**config.mk**
```make
export PLATFORM = sky130hd
export DESIGN_NAME = stable_priority_queue
export DESIGN_NICKNAME = d
export VERILOG_FILES = /design/src/rtl/spq_pkg.sv /design/src/rtl/spq_front.sv /design/src/rtl/spq_back.sv /design/src/rtl/stable_priority_queue.sv
export SDC_FILE = /design/constraint.sdc
export NUM_CORES = 1
export LEC_CHECK = 0
export BUFFER_PORTS_ARGS = -buffer_cell sky130_fd_sc_hd__buf_2
export CORE_MARGIN = 2
export CORE_UTILIZATION = 55
export DETAILED_ROUTE_END_ITERATION = 6
export PLACE_DENSITY = 0.71
export SYNTH_ARGS = -nofsm -noshare
export SYNTH_HDL_FRONTEND = slang
export SYNTH_SLANG_ARGS = --single-unit
```
**constraint.sdc**
```tcl
create_clock -name clk -period 9.3 [get_ports clk]
set_input_delay 0 -clock clk [delete_from_list [all_inputs] [get_ports clk]]
set_output_delay 0 -clock clk [all_outputs]
set_load 0.005 [all_outputs]
```
**src/rtl/spq_pkg.sv**
```systemverilog
// Shared types and constants for the stable priority queue.
// No dependencies; imported by every module of the block.
`timescale 1ns / 1ps

package spq_pkg;

  localparam int DEPTH     = 16;
  localparam int ID_BITS   = 16;
  localparam int PRIO_BITS = 4;
  localparam int CNT_W     = $clog2(DEPTH + 1);

  // Field widths on the ports
  localparam int ACT_W      = 2;
  localparam int ID_FIELD_W = 16;
  localparam int PR_FIELD_W = 4;
  localparam int ST_W       = 2;
  localparam int OCC_W      = 5;

  localparam int IN_TDATA_W  = 24;
  localparam int OUT_TDATA_W = 32;

  localparam int IN_ID_LSB = ACT_W;
  localparam int IN_PR_LSB = IN_ID_LSB + ID_FIELD_W;

  // Action codes on the input channel
  localparam logic [ACT_W-1:0] ACT_ENQ = 2'd0;
  localparam logic [ACT_W-1:0] ACT_DEQ = 2'd1;
  localparam logic [ACT_W-1:0] ACT_REM = 2'd2;
  localparam logic [ACT_W-1:0] ACT_NOP = 2'd3;

  typedef enum logic [1:0] {
    OP_ENQ,
    OP_DEQ,
    OP_REM,
    OP_NOP
  } op_t;

  typedef enum logic [ST_W-1:0] {
    ST_OK       = 2'd0,
    ST_EMPTY    = 2'd1,
    ST_NOTFOUND = 2'd2,
    ST_FULL     = 2'd3
  } status_t;

  typedef struct packed {
    op_t                  op;
    logic [ID_BITS-1:0]   id;
    logic [PRIO_BITS-1:0] prio;
  } cmd_t;

endpackage

```
**src/rtl/spq_front.sv**
```systemverilog
// Front end: accepts input items, decodes the action and buffers the
// command in a two-entry queue towards the back end. Uses spq_pkg.
`timescale 1ns / 1ps

module spq_front (
  input  logic                           clk,
  input  logic                           rst_n,
  input  logic                           in_tvalid,
  output logic                           in_tready,
  input  logic [spq_pkg::IN_TDATA_W-1:0] in_tdata,
  output logic                           cmd_valid,
  output spq_pkg::cmd_t                  cmd,
  input  logic                           cmd_ready
);
  import spq_pkg::*;

  cmd_t             q_r [2];
  logic             wr_ptr_r, wr_ptr_nxt;
  logic             rd_ptr_r, rd_ptr_nxt;
  logic [1:0]       fill_r, fill_nxt;
  cmd_t             dec;
  logic [ACT_W-1:0] action;
  logic             push, pop;

  assign action = in_tdata[ACT_W-1:0];

  always_comb begin
    unique case (action)
      ACT_ENQ: dec.op = OP_ENQ;
      ACT_DEQ: dec.op = OP_DEQ;
      ACT_REM: dec.op = OP_REM;
      ACT_NOP: dec.op = OP_NOP;
      default: dec.op = OP_NOP;
    endcase
    dec.id   = ID_BITS'(in_tdata[IN_ID_LSB +: ID_FIELD_W]);
    dec.prio = PRIO_BITS'(in_tdata[IN_PR_LSB +: PR_FIELD_W]);
  end

  assign in_tready = (fill_r != 2'd2);
  assign cmd_valid = (fill_r != 2'd0);
  assign cmd       = q_r[rd_ptr_r];
  assign push      = in_tvalid && in_tready;
  assign pop       = cmd_valid && cmd_ready;

  always_comb begin
    wr_ptr_nxt = push ? ~wr_ptr_r : wr_ptr_r;
    rd_ptr_nxt = pop ? ~rd_ptr_r : rd_ptr_r;
    fill_nxt   = fill_r + {1'b0, push} - {1'b0, pop};
  end

  always_ff @(posedge clk) begin
    if (!rst_n) begin
      wr_ptr_r <= 1'b0;
      rd_ptr_r <= 1'b0;
      fill_r   <= 2'd0;
    end else begin
      wr_ptr_r <= wr_ptr_nxt;
      rd_ptr_r <= rd_ptr_nxt;
      fill_r   <= fill_nxt;
    end
  end

  always_ff @(posedge clk) begin
    if (push) begin
      q_r[wr_ptr_r] <= dec;
    end
  end

endmodule

```
**src/rtl/spq_back.sv**
```systemverilog
// Back end: sorted slot array with parallel compare and the registered
// result stage; one command a cycle unless a stalled result holds it. Uses spq_pkg.
`timescale 1ns / 1ps

module spq_back (
  input  logic                            clk,
  input  logic                            rst_n,
  input  logic                            cmd_valid,
  output logic                            cmd_ready,
  input  spq_pkg::cmd_t                   cmd,
  output logic                            out_tvalid,
  input  logic                            out_tready,
  output logic [spq_pkg::OUT_TDATA_W-1:0] out_tdata
);
  import spq_pkg::*;

  logic [ID_BITS-1:0]   slot_id_r   [DEPTH];
  logic [PRIO_BITS-1:0] slot_prio_r [DEPTH];
  logic [ID_BITS-1:0]   slot_id_nxt   [DEPTH];
  logic [PRIO_BITS-1:0] slot_prio_nxt [DEPTH];
  logic [CNT_W-1:0]     cnt_r, cnt_nxt;

  logic [DEPTH-1:0] held, after, match, first, below, drop_mask;
  logic             found, full, empty, do_ins, do_drop, step;

  status_t              status;
  logic [ID_BITS-1:0]   res_id;
  logic [PRIO_BITS-1:0] res_prio;

  logic                   out_valid_r, out_valid_nxt;
  logic [OUT_TDATA_W-1:0] out_data_r, out_data_nxt;

  assign cmd_ready = !out_valid_r || out_tready;
  assign step      = cmd_valid && cmd_ready;
  assign full      = (cnt_r == CNT_W'(DEPTH));
  assign empty     = (cnt_r == '0);

  // Slot flags; entries at or past the fill count are never looked at
  always_comb begin
    for (int k = 0; k < DEPTH; k++) begin
      held[k]  = (CNT_W'(k) < cnt_r);
      after[k] = !(held[k] && (slot_prio_r[k] <= cmd.prio));
      match[k] = held[k] && (slot_id_r[k] == cmd.id);
    end
  end

  // Isolate the match nearest the front; below marks the slots ahead of it
  assign found = |match;
  assign first = match & (~match + DEPTH'(1));
  assign below = first - DEPTH'(1);
  assign drop_mask = (cmd.op == OP_DEQ) ? {DEPTH{1'b1}} : ~below;

  assign do_ins  = (cmd.op == OP_ENQ) && !full;
  assign do_drop = ((cmd.op == OP_DEQ) && !empty) || ((cmd.op == OP_REM) && found);

  // Per slot: insert shifts towards the back, drop closes the gap forwards
  always_comb begin
    for (int k = 0; k < DEPTH; k++) begin
      slot_id_nxt[k]   = slot_id_r[k];
      slot_prio_nxt[k] = slot_prio_r[k];
      if (do_ins && after[k]) begin
        if (k == 0) begin
          slot_id_nxt[k]   = cmd.id;
          slot_prio_nxt[k] = cmd.prio;
        end else if (!after[(k == 0) ? 0 : k - 1]) begin
          slot_id_nxt[k]   = cmd.id;
          slot_prio_nxt[k] = cmd.prio;
        end else begin
          slot_id_nxt[k]   = slot_id_r[(k == 0) ? 0 : k - 1];
          slot_prio_nxt[k] = slot_prio_r[(k == 0) ? 0 : k - 1];
        end
      end else if (do_drop && drop_mask[k] && (k < DEPTH - 1)) begin
        slot_id_nxt[k]   = slot_id_r[(k < DEPTH - 1) ? k + 1 : k];
        slot_prio_nxt[k] = slot_prio_r[(k < DEPTH - 1) ? k + 1 : k];
      end
    end
  end

  always_comb begin
    status   = ST_OK;
    res_id   = '0;
    res_prio = '0;
    cnt_nxt  = cnt_r;
    case (cmd.op)
      OP_ENQ: begin
        if (full) status = ST_FULL;
        else      cnt_nxt = cnt_r + CNT_W'(1);
      end
      OP_DEQ: begin
        if (empty) begin
          status = ST_EMPTY;
        end else begin
          res_id   = slot_id_r[0];
          res_prio = slot_prio_r[0];
          cnt_nxt  = cnt_r - CNT_W'(1);
        end
      end
      OP_REM: begin
        if (!found) status = ST_NOTFOUND;
        else        cnt_nxt = cnt_r - CNT_W'(1);
      end
      default: ;
    endcase
  end

  always_comb begin
    out_valid_nxt = out_valid_r;
    out_data_nxt  = out_data_r;
    if (out_valid_r && out_tready) out_valid_nxt = 1'b0;
    if (step) begin
      out_valid_nxt = 1'b1;
      out_data_nxt  = OUT_TDATA_W'({OCC_W'(cnt_nxt), PR_FIELD_W'(res_prio),
                                    ID_FIELD_W'(res_id), ST_W'(status)});
    end
  end

  always_ff @(posedge clk) begin
    if (!rst_n) begin
      cnt_r       <= '0;
      out_valid_r <= 1'b0;
    end else begin
      out_valid_r <= out_valid_nxt;
      if (step) cnt_r <= cnt_nxt;
    end
  end

  always_ff @(posedge clk) begin
    out_data_r <= out_data_nxt;
    if (step) begin
      for (int k = 0; k < DEPTH; k++) begin
        slot_id_r[k]   <= slot_id_nxt[k];
        slot_prio_r[k] <= slot_prio_nxt[k];
      end
    end
  end

  assign out_tvalid = out_valid_r;
  assign out_tdata  = out_data_r;

endmodule

```
**src/rtl/stable_priority_queue.sv**
```systemverilog
// Top level of the stable priority queue: front end and command queue
// feeding the sorted-slot back end. Uses spq_pkg, spq_front, spq_back.
//
//   channel | dir | tdata fields, lowest bit first
//   in_     | in  | action[1:0], item_id[17:2], item_priority[21:18], zero pad
//   out_    | out | status[1:0], out_id[17:2], out_priority[21:18],
//           |     | occupancy[26:22], zero pad
//
// One item per cycle sustained while out_ is not stalled; each item is
// decoded into a two-entry command queue and executed by the back end,
// where all slots compare against it in parallel. The item is registered
// in the command queue, then the back end executes it and loads the result
// register. Synchronous active-low reset empties the queue.
// A stall on out_ holds the result register; the command queue then fills
// and in_tready drops after two further items.
`timescale 1ns / 1ps

module stable_priority_queue (
  input  logic                            clk,
  input  logic                            rst_n,
  input  logic                            in_tvalid,
  output logic                            in_tready,
  input  logic [spq_pkg::IN_TDATA_W-1:0]  in_tdata,   // action, item_id, item_priority
  output logic                            out_tvalid,
  input  logic                            out_tready,
  output logic [spq_pkg::OUT_TDATA_W-1:0] out_tdata   // status, out_id, out_priority, occupancy
);
  import spq_pkg::*;

  logic cmd_valid;
  logic cmd_ready;
  cmd_t cmd;

  spq_front u_front (
    .clk       (clk),
    .rst_n     (rst_n),
    .in_tvalid (in_tvalid),
    .in_tready (in_tready),
    .in_tdata  (in_tdata),
    .cmd_valid (cmd_valid),
    .cmd       (cmd),
    .cmd_ready (cmd_ready)
  );

  spq_back u_back (
    .clk        (clk),
    .rst_n      (rst_n),
    .cmd_valid  (cmd_valid),
    .cmd_ready  (cmd_ready),
    .cmd        (cmd),
    .out_tvalid (out_tvalid),
    .out_tready (out_tready),
    .out_tdata  (out_tdata)
  );

endmodule

```
==> impl_results.md <==
* Port Buf Inserts at between 50 and 60
* Period utilization at 0.638
* DR DRC count at 0
* Post-synth EDFFs at 391
* Clock buffer count from CTS at 45
* Share of layout cells above drive strength 1 at 0.0877
* Skew-Pair Late Insertion Delay at 590 ps
* Most frequent cells after synthesis: edfxtp_1, nand2_1, nor2_1, a21oi_1, o21ai_0
* Power per Cell Area at 315 nW/um^2
* Worst Max-Slew Pin Slew at about 1300 ps
* Fmax at 168 MHz
* # setup viols final at 0
* Number of global-route vias before repair at 19500
* Outcome: finished, final reports clean
* Initial Util at 0.558
* Post-Syn Area at 24700 um^2
* Final worst slack at 3360 ps
* Final Cell Area at ~27000 um^2
* LEAKAGE at 9.62 nW
* Die ar. at 46600 um^2
* Endpoint class of the critical path: register
* Worst Min Path Start: in_tdata[4]
* Pin count of the biggest net entering global routing at 43
* H-tree depth at 2
* Total Power at 8.51 mW
* Die X-Extent at 216 um
* Setup crit start kind: register
* CTS root buffer: clkbuf_16
* Seq/Total Area, Yosys at 0.485
* Vias/cell at roughly 6.2
* Total global-route track usage at 0.306
* Max transition margin at 0.140
* # clock sinks at 402
* Largest cells by area after synthesis: edfxtp_1, xnor2_1, a21oi_1
* Max clock buf depth at 3
* Yosys warns at 0
* Slew Viols, Final at 0
* GRT Residual Overflow at 0
* IO Count at between 60 and 70
* Post-Route WL at 71700 um
* Worst clock skew at about 13 ps
* CP Max Fanout at 41
* Initial DRC Count at 2671
* Placement Cell Area at between 20000 and 30000 um^2
* Initial antenna violation count at 0
* WP data required at 9500 ps
* Area Overhead vs Synth at 9.57%
* CP arrival at slightly above 6000 ps
* GPL Wtd Cong at 0.913
* Synth unique cells at between 60 and 70
* Antenna cells at 0
* RSZ-0062 raised after global routing: no
* Num rows at 77
* First-pass GRT wire length at approximately 110000 um
* Post-synth ARST share at 0
* Reg-to-Reg End: u_back.slot_id_r[13][5]
* Post-DP HPWL at 49100 um
* Reg2reg path depth at 13
* Flop2flop setup slack at 3360 ps
* Synth top area share at 0.476
* Mapped Cells at 2678
* Hold Path Sink: u_front.q_r[0][6]
* Max-cap violations at 0
* Via count at 20400
* Endpoints failing hold at 0
* Top FF cell, synth: edfxtp_1
* Avg WL per Cell at 21.9 um
* Tmin final at 5940 ps
* Syn_area_per_cell at 9.21 um^2
* CTS tree: done
* Clk slew on worst S/H paths at 60 ps
* HP Class: in -> reg
* VDD IR max at around 150 uV
* First drt pass iteration count at 6
* Min-Delay Path Depth at 2
* #FFs+latches synth at between 400 and 500
* Core Region at between 40000 and 50000 um^2
* DRT antenna net count at 0
* Fin nets at 2745
* Pre-CTS worst setup slack at 3350 ps
* Setup total negative slack at 0 ps
* Crit Path Class: reg -> reg
* Die height at 216 um
* Count leader, synth: edfxtp_1
* Dominant cell type by area after synthesis: edfxtp_1
==> layout make-up <==
class,instances,area [um^2]
multi-input cells,2049,11900
well taps,592,741
fillers,3691,17200
clock buffers,56,1230
inverters,26,97.6
flip-flops and latches,402,12000
clock inverters,25,254
repair buffers,123,851
==> flip-flops by register name (all words and copies together), names as in the netlist, named ones only <==
name                cells
u_back.out_tvalid       1
u_front.q_r            44
u_front.fill_r          2
u_back.cnt_r            5
u_front.rd_ptr_r        1
u_back.slot_id_r      256
u_front.wr_ptr_r        1
u_back.out_tdata       27
u_back.slot_prio_r     64
==> report_power, final <==
group,leakage (nW),internal (mW),total (mW),switching (mW)
registers,3.70,2.71,3.15,0.443
logic,5.19,1.22,3.54,2.32
clock network,0.738,1.07,1.82,0.748
total,9.62,5.00,8.51,3.51
==> cells in the final DEF (no fill, tap or decap), types with 25 or more instances in the layout <==
cell type | Yosys | final
edfxtp_1 | 391 | 391
nand2_1 | 347 | 347
nor2_1 | 341 | 340
a21oi_1 | 338 | 331
o21ai_0 | 328 | 327
xnor2_1 | 245 | 245
nor4_1 | 78 | 78
ha_1 | 70 | 70
buf_2 | 16 | 54
clkbuf_16 | 0 | 47
buf_4 | 12 | 44
nor3_1 | 40 | 39
nand3_1 | 27 | 27
inv_1 | 26 | 25
dlygate4sd3_1 | 0 | 25
==> worst max path at each step <==
stage / startpoint / end / slack (ps) / cells after the start
2_1_floorplan: register / u_back.slot_id_r[10][0] / 4280 / 14
3_3_place_gp: register / u_back.slot_id_r[13][5] / 3370 / 13
3_5_place_dp: register / u_back.slot_id_r[13][5] / 3350 / 13
4_1_cts: register / u_back.slot_prio_r[1][22] / 3340 / 13
5_1_grt: register / u_back.slot_id_r[8][5] / 2850 / 13
6_report: register / u_back.slot_id_r[13][5] / 3360 / 13
==> cells by family after synthesis <==
logic type / synth area share
flip-flops: 0.485
AND/OR/NAND/NOR: 0.170
other: 0.000152
AO/OA/AOI/OAI: 0.156
XOR/XNOR: 0.0934
buffers and inverters: 0.0409
adder cells (fa/ha/maj): 0.0355
multiplexers: 0.0188
==> stage by stage <==
step / utilization / hold slack, ps / cells
2_1_floorplan: - / 98.9 / 2682
6_report: 0.611 / 133 / 3273
3_5_place_dp: 0.572 / 194 / 3167
4_1_cts: 0.611 / 121 / 3273
5_1_grt: 0.611 / 148 / 3273
3_3_place_gp: 0.572 / 188 / 3167
==> metal layers <==
layer  share of wire  GRT usage  vias to the layer above
met4           0.038      0.122                        0
met5               0          0                        -
met1            0.42      0.444                     9646
met2            0.43      0.457                     1158
li1                -          -                     9428
met3            0.11     0.0517                      190
==> repair_timing <==
item | CTS | global route
buffers inserted | 0 | 0
endpoints found under the hold margin | 52 | 0
hold buffers | 25 | 0
gates resized for setup | 0 | 0
==> critical path, stage by stage (launching register included) <==
cell	delay, ps
dfxtp_2	310
buf_4	570
mux2i_2	270
buf_4	310
inv_1	460
ha_1	380
nor2b_1	100
o21ai_0	70
nand2b_1	80
a21oi_1	70
a41oi_1	140
or2_2	620
nand2_1	890
o22ai_2	1230
No activity file was read; power rests on OpenSTA's default activity.
